File: config.mk
export PLATFORM = sky130hd
export DESIGN_NAME = ffpa_fit_unit
export DESIGN_NICKNAME = d
export VERILOG_FILES = /design/src/hw/rtl/ffpa_pkg.sv /design/src/hw/rtl/ffpa_fit_unit.sv
export SDC_FILE = /design/constraint.sdc
export NUM_CORES = 1
export LEC_CHECK = 0
export BUFFER_PORTS_ARGS = -buffer_cell sky130_fd_sc_hd__buf_4
export CORE_MARGIN = 2
export CORE_UTILIZATION = 50
export DETAILED_ROUTE_END_ITERATION = 8
export PLACE_DENSITY = 0.91
export SYNTH_ARGS = -nofsm -noshare
export SYNTH_HDL_FRONTEND = slang
export SYNTH_SLANG_ARGS = --single-unit
File: constraint.sdc
create_clock -name vclk -period 3.9
set_clock_uncertainty 0.1 [all_clocks]
set_input_delay 0.585 -clock vclk [all_inputs]
set_output_delay 0.585 -clock vclk [all_outputs]
set_load 0.02 [all_outputs]
File: src/hw/rtl/ffpa_pkg.sv
// Package for the first-fit pool allocator: state encoding, operation codes
// and the status bundle passed from the fit unit. No dependencies.
`timescale 1ns / 1ps

package ffpa_pkg;

  // Operation codes carried on the op field
  localparam logic OP_ALLOC = 1'b0;
  localparam logic OP_FREE  = 1'b1;

  // Sequencer states
  typedef enum logic [2:0] {
    ST_INIT,
    ST_IDLE,
    ST_READ,
    ST_EVAL,
    ST_SPLIT,
    ST_UNLINK,
    ST_DONE
  } state_t;

  // Outcome of checking one free-list header against the request
  typedef struct packed {
    logic fit;
    logic split;
  } fit_status_t;

endpackage

File: src/hw/rtl/ffpa_fit_unit.sv
// Fit check for one free-list header: size compare, split decision and
// remainder arithmetic. Depends on ffpa_pkg.
`timescale 1ns / 1ps

module ffpa_fit_unit #(
  parameter int POOL_BYTES   = 4096,
  parameter int HEADER_BYTES = 16
) (
  input  logic [$clog2(POOL_BYTES):0]   blk_size,
  input  logic [11:0]                   req,
  input  logic [$clog2(POOL_BYTES):0]   cur,
  output ffpa_pkg::fit_status_t         status,
  output logic [$clog2(POOL_BYTES)-1:0] rest_at,
  output logic [$clog2(POOL_BYTES):0]   rest_size,
  output logic [11:0]                   payload
);
  import ffpa_pkg::*;

  localparam int AW = $clog2(POOL_BYTES);
  localparam int LW = AW + 1;
  localparam int SW = ((AW > 12) ? AW : 12) + 2;

  logic [SW-1:0] size_w;
  logic [SW-1:0] req_w;
  logic [SW-1:0] cur_w;
  logic [SW-1:0] hdr_w;
  logic [SW-1:0] need_w;
  logic [SW-1:0] rest_w;
  logic [SW-1:0] pay_w;
  logic [SW-1:0] left_w;

  // Widen every operand so that no sum wraps
  assign size_w = SW'(blk_size);
  assign req_w  = SW'(req);
  assign cur_w  = SW'(cur);
  assign hdr_w  = SW'(HEADER_BYTES);

  // Request plus one header, and where the remainder header would sit
  assign pay_w  = cur_w + hdr_w;
  assign need_w = req_w + hdr_w;
  assign rest_w = pay_w + req_w;
  assign left_w = size_w - need_w;

  assign status.fit   = (size_w >= req_w);
  assign status.split = (size_w >= req_w) && (size_w > need_w) &&
                        (rest_w < SW'(POOL_BYTES));

  assign rest_at   = rest_w[AW-1:0];
  assign rest_size = left_w[LW-1:0];
  assign payload   = pay_w[11:0];

endmodule

==> results of run 1 <==
## per-stage QoR
step                hold WS [ns]  setup slack [ns]  area, um^2
floorplan                  1.156            0.2306        1687
global placement           1.280            0.3463        2288
detailed placement         1.282            0.2530        2288
CTS                        1.282            0.2500        2288
global route               1.290            0.1263        2288
finish                     1.281            0.2410        2288
## cells in the mapped netlist, types with 3 or more instances
master	count	share of area, %
ha_1	36	27
a21oi_2	3	1.6
xor2_1	9	4.7
inv_1	25	5.6
o21a_1	6	2.7
o21ai_0	8	2.4
a21o_1	3	1.3
nor2b_1	5	1.9
buf_4	4	1.8
nand3_1	11	3.3
nor2_1	16	3.6
nand2_1	14	3.1
xnor2_1	23	12
nand4_1	3	1.1
nor3_1	6	1.8
o211ai_1	3	1.3
a21oi_1	15	4.5
## logic make-up after synthesis
| group | after synthesis | synth area share [%] |
|---|---|---|
| fa+ha+maj | 38 | 29.08 |
| mux | 1 | 0.5935 |
| xor+xnor | 32 | 16.62 |
| compound gates | 57 | 24.63 |
| buf+inv | 30 | 7.567 |
| simple gates | 71 | 21.51 |
## path summary, 6_finish.rpt
check	depth (start not counted)	endpoint	slack, ns	start
setup / recovery	12	rest_size[12]	0.24	req[6]
hold / removal	2	payload[2]	1.28	cur[2]
## power by group
part	leakage [nW]	total (mW)	switching, mW	internal, mW
clock	0	0	0	0
combinational	1.15	0.521	0.286	0.234
sequential	0	0	0	0
total	1.15	0.521	0.286	0.234
## area by class of cell
cell class         instances  area [um^2]
inverters                 25        93.84
fillers                  276        996.0
well taps                 46        57.56
repair buffers            77        578.1
multi-input cells        199         1559
## metal layers
layer	GRT usage, %	up-vias	part of all wire, %
met5	0	-	0
met4	2.128	0	0.21
met3	1.449	2	6.5
met2	44.05	77	51
met1	30.05	862	42
li1	-	969	-
==> qor.txt, run 1 <==
RUN STATUS
-------------------------------------------------------------------------------
Status                                                                completed

GRT
-------------------------------------------------------------------------------
Antenna violations before repair                                              0
Via count of the first global-routing pass                                 1667
Maximum number of pins on one net before global-route repair                  9
Total grt overflow                                                            0
Total global-route track usage                                           23.42%
Wire length of the first global-routing pass                            7079 um

STA
-------------------------------------------------------------------------------
Final number of hold-violating endpoints                                      0
Final critical-path share of the clock period                            93.82%
Final setup violation count                                                   0
Maximum clock frequency                                              0.2733 GHz
Final critical path time including I/O delays and setup                3.659 ns
Rel. slew slack                                                          73.49%
Final number of max-transition violations                                     0
RSZ-0062 raised after global routing                                         no
Setup TNS                                                                  0 ns
Pin slew with the least headroom to its limit                         0.3953 ns

LOGIC SYNTHESIS
-------------------------------------------------------------------------------
Part of the Yosys area used for sequential elements                          0%
Syn Nets                                                                    305
Instance count of the mapped netlist                                        229
Post-synthesis instance area                                          1687 um^2
Count of cell types in the netlist                                           48
Avg Cell Area, Syn                                                   7.365 um^2
Warning count from the yosys run                                              0

WORST SETUP PATH
-------------------------------------------------------------------------------
Combined buffer and inverter count along the critical path                    3
Arrival time of data at the critical path endpoint                      2.97 ns
Worst path slowest cell                                                  nor4_1
Critical Path Max Stage Delay                                           0.38 ns
Kind of start point of the critical path                             input port
Element type at the critical path end                               output port
Max FO, Critical Path                                                         5
Crit path required time                                                 3.21 ns
Top delay family on crit path                                      simple AND/OR/NAND/NOR gates
Ordered list of cells on the worst path                            buf_4 -> inv_1 -> nor4_1 -> nand2_1 -> xnor2_1 -> ha_1 -> or2_2 -> and3_1 -> a21oi_1 -> nand2_1 -> a311o_1 -> buf_4
Crit Path Class                                                       in -> out

DIE
-------------------------------------------------------------------------------
Effective utilization at floorplan                                       51.35%
Area of the core                                                      3284 um^2
Number of rows in the core area                                              21
Die outline width                                                      62.08 um
I/O pins                                                                     77
Height of the die                                                      62.08 um
DIE AREA                                                              3854 um^2

CLOCK TREE
-------------------------------------------------------------------------------
Hold bufs inserted after CTS                                                  0
Number of gates resized after CTS                                             0
Setup fix buffers added after clock tree synthesis                            0

POWER
-------------------------------------------------------------------------------
Power Dens Cells                                                   227.5 nW/um^2
Static leakage power                                                   1.152 nW
Post-layout power                                                     0.5207 mW
Peak ir drop on the vdd network                                      0.09781 mV

ROUTE
-------------------------------------------------------------------------------
Via count of the routed design                                             1910
Number of nets with antenna violations after routing                          0
Drt initial violations                                                      115
Average wire length per cell after detail routing                      13.55 um
Pre-Repair DR Iteration Count                                                 4
Remaining DRCs                                                                0
Vias per cell                                                             5.504
Wirelength, routed                                                      4701 um

PLACE
-------------------------------------------------------------------------------
Half-perimeter wire length after detailed placement                     4142 um
Final weighted congestion of routability-driven global placement         0.9292
Number of placed cells counting well taps                                   347
Port Buffer Count                                                            77

MIN PATH
-------------------------------------------------------------------------------
Worst min-delay path category                                         in -> out

CELLS AND AREA
-------------------------------------------------------------------------------
Final net count                                                             379
Layout cells sized above 1                                               28.24%
Register Area                                                            0 um^2
Number of sequential storage elements                                         0
Filler-free cell count of the finished design                               347
Layout Area Growth over Synthesis                                        35.68%
Antenna Cells                                                                 0
Commonest cells after routing, fill and taps aside                 77 x buf_4, 36 x ha_1, 25 x inv_1
Most common cell after layout, fill and taps aside                        buf_4
Post-route core utilization                                              69.68%
Clock buf count                                                               0

JOB
-------------------------------------------------------------------------------
Number of max-cap violations                                                  0

(Power assumes the default switching activity.)
==> run 2, diff against run 1 <==
- BUFFER_PORTS_ARGS: -buffer_cell sky130_fd_sc_hd__buf_4 -> -buffer_cell sky130_fd_sc_hd__buf_2
==> qor.txt, run 2 (synthesized netlist as in run 1, its figures left out) <==
RUN STATUS
-------------------------------------------------------------------------------
Status                                                                completed

CELLS AND AREA
-------------------------------------------------------------------------------
Layout cells sized above 1                                               28.57%
Most common cell after layout, fill and taps aside                        buf_2
Register Area                                                            0 um^2
Post-route standard cell area excluding fillers                       2102 um^2
Antenna Cells                                                                 0
Post-route core utilization                                              64.00%
Commonest cells after routing, fill and taps aside                 77 x buf_2, 36 x ha_1, 25 x inv_1
Filler-free cell count of the finished design                               347
Number of sequential storage elements                                         0
Count of filler cells inserted in the layout                                313
Clock buf count                                                               0
Final net count                                                             379
Layout Area Growth over Synthesis                                        24.63%

WORST SETUP PATH
-------------------------------------------------------------------------------
Ordered list of cells on the worst path                            buf_2 -> inv_1 -> nor4_2 -> nand2_1 -> xnor2_1 -> ha_1 -> or2_2 -> and3_1 -> a21oi_1 -> nand2_1 -> a311o_1 -> buf_2
Top delay family on crit path                                      simple AND/OR/NAND/NOR gates
Crit Path Class                                                       in -> out
Kind of start point of the critical path                             input port
Combined buffer and inverter count along the critical path                    3
Worst path slowest cell                                                  nor4_2
Element type at the critical path end                               output port
Critical Path Max Stage Delay                                           0.34 ns
Arrival time of data at the critical path endpoint                      2.97 ns
Max FO, Critical Path                                                         5
Crit path required time                                                 3.21 ns

ROUTE
-------------------------------------------------------------------------------
Pre-Repair DR Iteration Count                                                 4
Drt initial violations                                                       77
Number of nets with antenna violations after routing                          0
Wirelength, routed                                                      4346 um
Via count of the routed design                                             1899
Average wire length per cell after detail routing                      12.52 um
Remaining DRCs                                                                0
Vias per cell                                                             5.473

STA
-------------------------------------------------------------------------------
Final setup violation count                                                   0
Rel. slew slack                                                          76.40%
Final critical path time including I/O delays and setup                3.651 ns
Fin worst setup slack                                                 0.2492 ns
Setup TNS                                                                  0 ns
Maximum clock frequency                                              0.2739 GHz
Pin slew with the least headroom to its limit                         0.3451 ns
RSZ-0062 raised after global routing                                         no
Final number of max-transition violations                                     0
Worst Hold Margin                                                      1.307 ns
Final number of hold-violating endpoints                                      0
Final critical-path share of the clock period                            93.61%

DIE
-------------------------------------------------------------------------------
Effective utilization at floorplan                                       51.35%
Area of the core                                                      3284 um^2
Die outline width                                                      62.08 um
I/O pins                                                                     77
DIE AREA                                                              3854 um^2
Number of rows in the core area                                              21
Height of the die                                                      62.08 um

POWER
-------------------------------------------------------------------------------
Switching power                                                       0.2773 mW
Fraction of power consumed by combinational cells                        100.0%
Post-layout power                                                     0.4605 mW
Sequential fraction of design power                                          0%
Static leakage power                                                   1.086 nW
Peak ir drop on the vdd network                                      0.07921 mV
Power Dens Cells                                                   219.1 nW/um^2
Sw Ratio                                                                 60.20%
Clock power frac                                                             0%
Cell-internal power                                                   0.1833 mW

PLACE
-------------------------------------------------------------------------------
Final weighted congestion of routability-driven global placement         0.9519
Port Buffer Count                                                            77
Worst slack at placement                                              0.2077 ns
Cell area reported after detailed placement                           2096 um^2
Half-perimeter wire length after detailed placement                     3853 um
Number of placed cells counting well taps                                   347

GRT
-------------------------------------------------------------------------------
Maximum number of pins on one net before global-route repair                  9
Wire length of the first global-routing pass                            6796 um
Total grt overflow                                                            0
Via count of the first global-routing pass                                 1702
Total global-route track usage                                           22.02%
Antenna violations before repair                                              0

MIN PATH
-------------------------------------------------------------------------------
Worst min-delay path category                                         in -> out

CLOCK TREE
-------------------------------------------------------------------------------
Setup fix buffers added after clock tree synthesis                            0

JOB
-------------------------------------------------------------------------------
Number of max-cap violations                                                  0

==> run 2: changes by cell type in the layout (fill, tap and decap cells not counted) <==
| cell | delta |
|---|---|
| buf_2 | +77 |
| buf_4 | -77 |
| nor4_1 | -1 |
| nor4_2 | +1 |
==> run 2: power by group through the flow <==
stage	Sequential [mW]	Clock [mW]	Combinational, mW
after global routing	0	0	0.511
final	0	0	0.461
after global placement	0	0	0.450
after detailed placement	0	0	0.458
after CTS	0	0	0.460
after floorplan	0	0	0.327
==> run 2: path summary, 6_finish.rpt <==
kind / depth (start not counted) / from / slack (ns) / to
worst max-delay path: 12 / req[6] / 0.25 / rest_size[12]
worst min-delay path: 2 / cur[0] / 1.31 / payload[0]
==> run 2: routing by layer <==
layer  vias to the layer above  share of wire, %  global-route usage (%)  wire length [um]
met5                         -                 0                       0                 0
met4                         0               1.8                   4.255                79
met3                        11               5.1                   1.035               220
met2                        68                49                   40.63              2133
met1                       841                44                   28.20              1912
li1                        979                 -                       -                 -
==> run 2: area by class of cell <==
| class | count | area, um^2 | share of cell area, % |
|---|---|---|---|
| Multi-Input combinational cell | 199 | 1565 | 74.46 |
| Tap cell | 46 | 57.56 | 2.738 |
| Inverter | 25 | 93.84 | 4.464 |
| Timing Repair Buffer | 77 | 385.4 | 18.33 |
==> run 2: timing repair <==
action	in CTS	in global routing
hold buffers	0	0
endpoints found under the setup margin	0	1
gates resized for setup	0	1
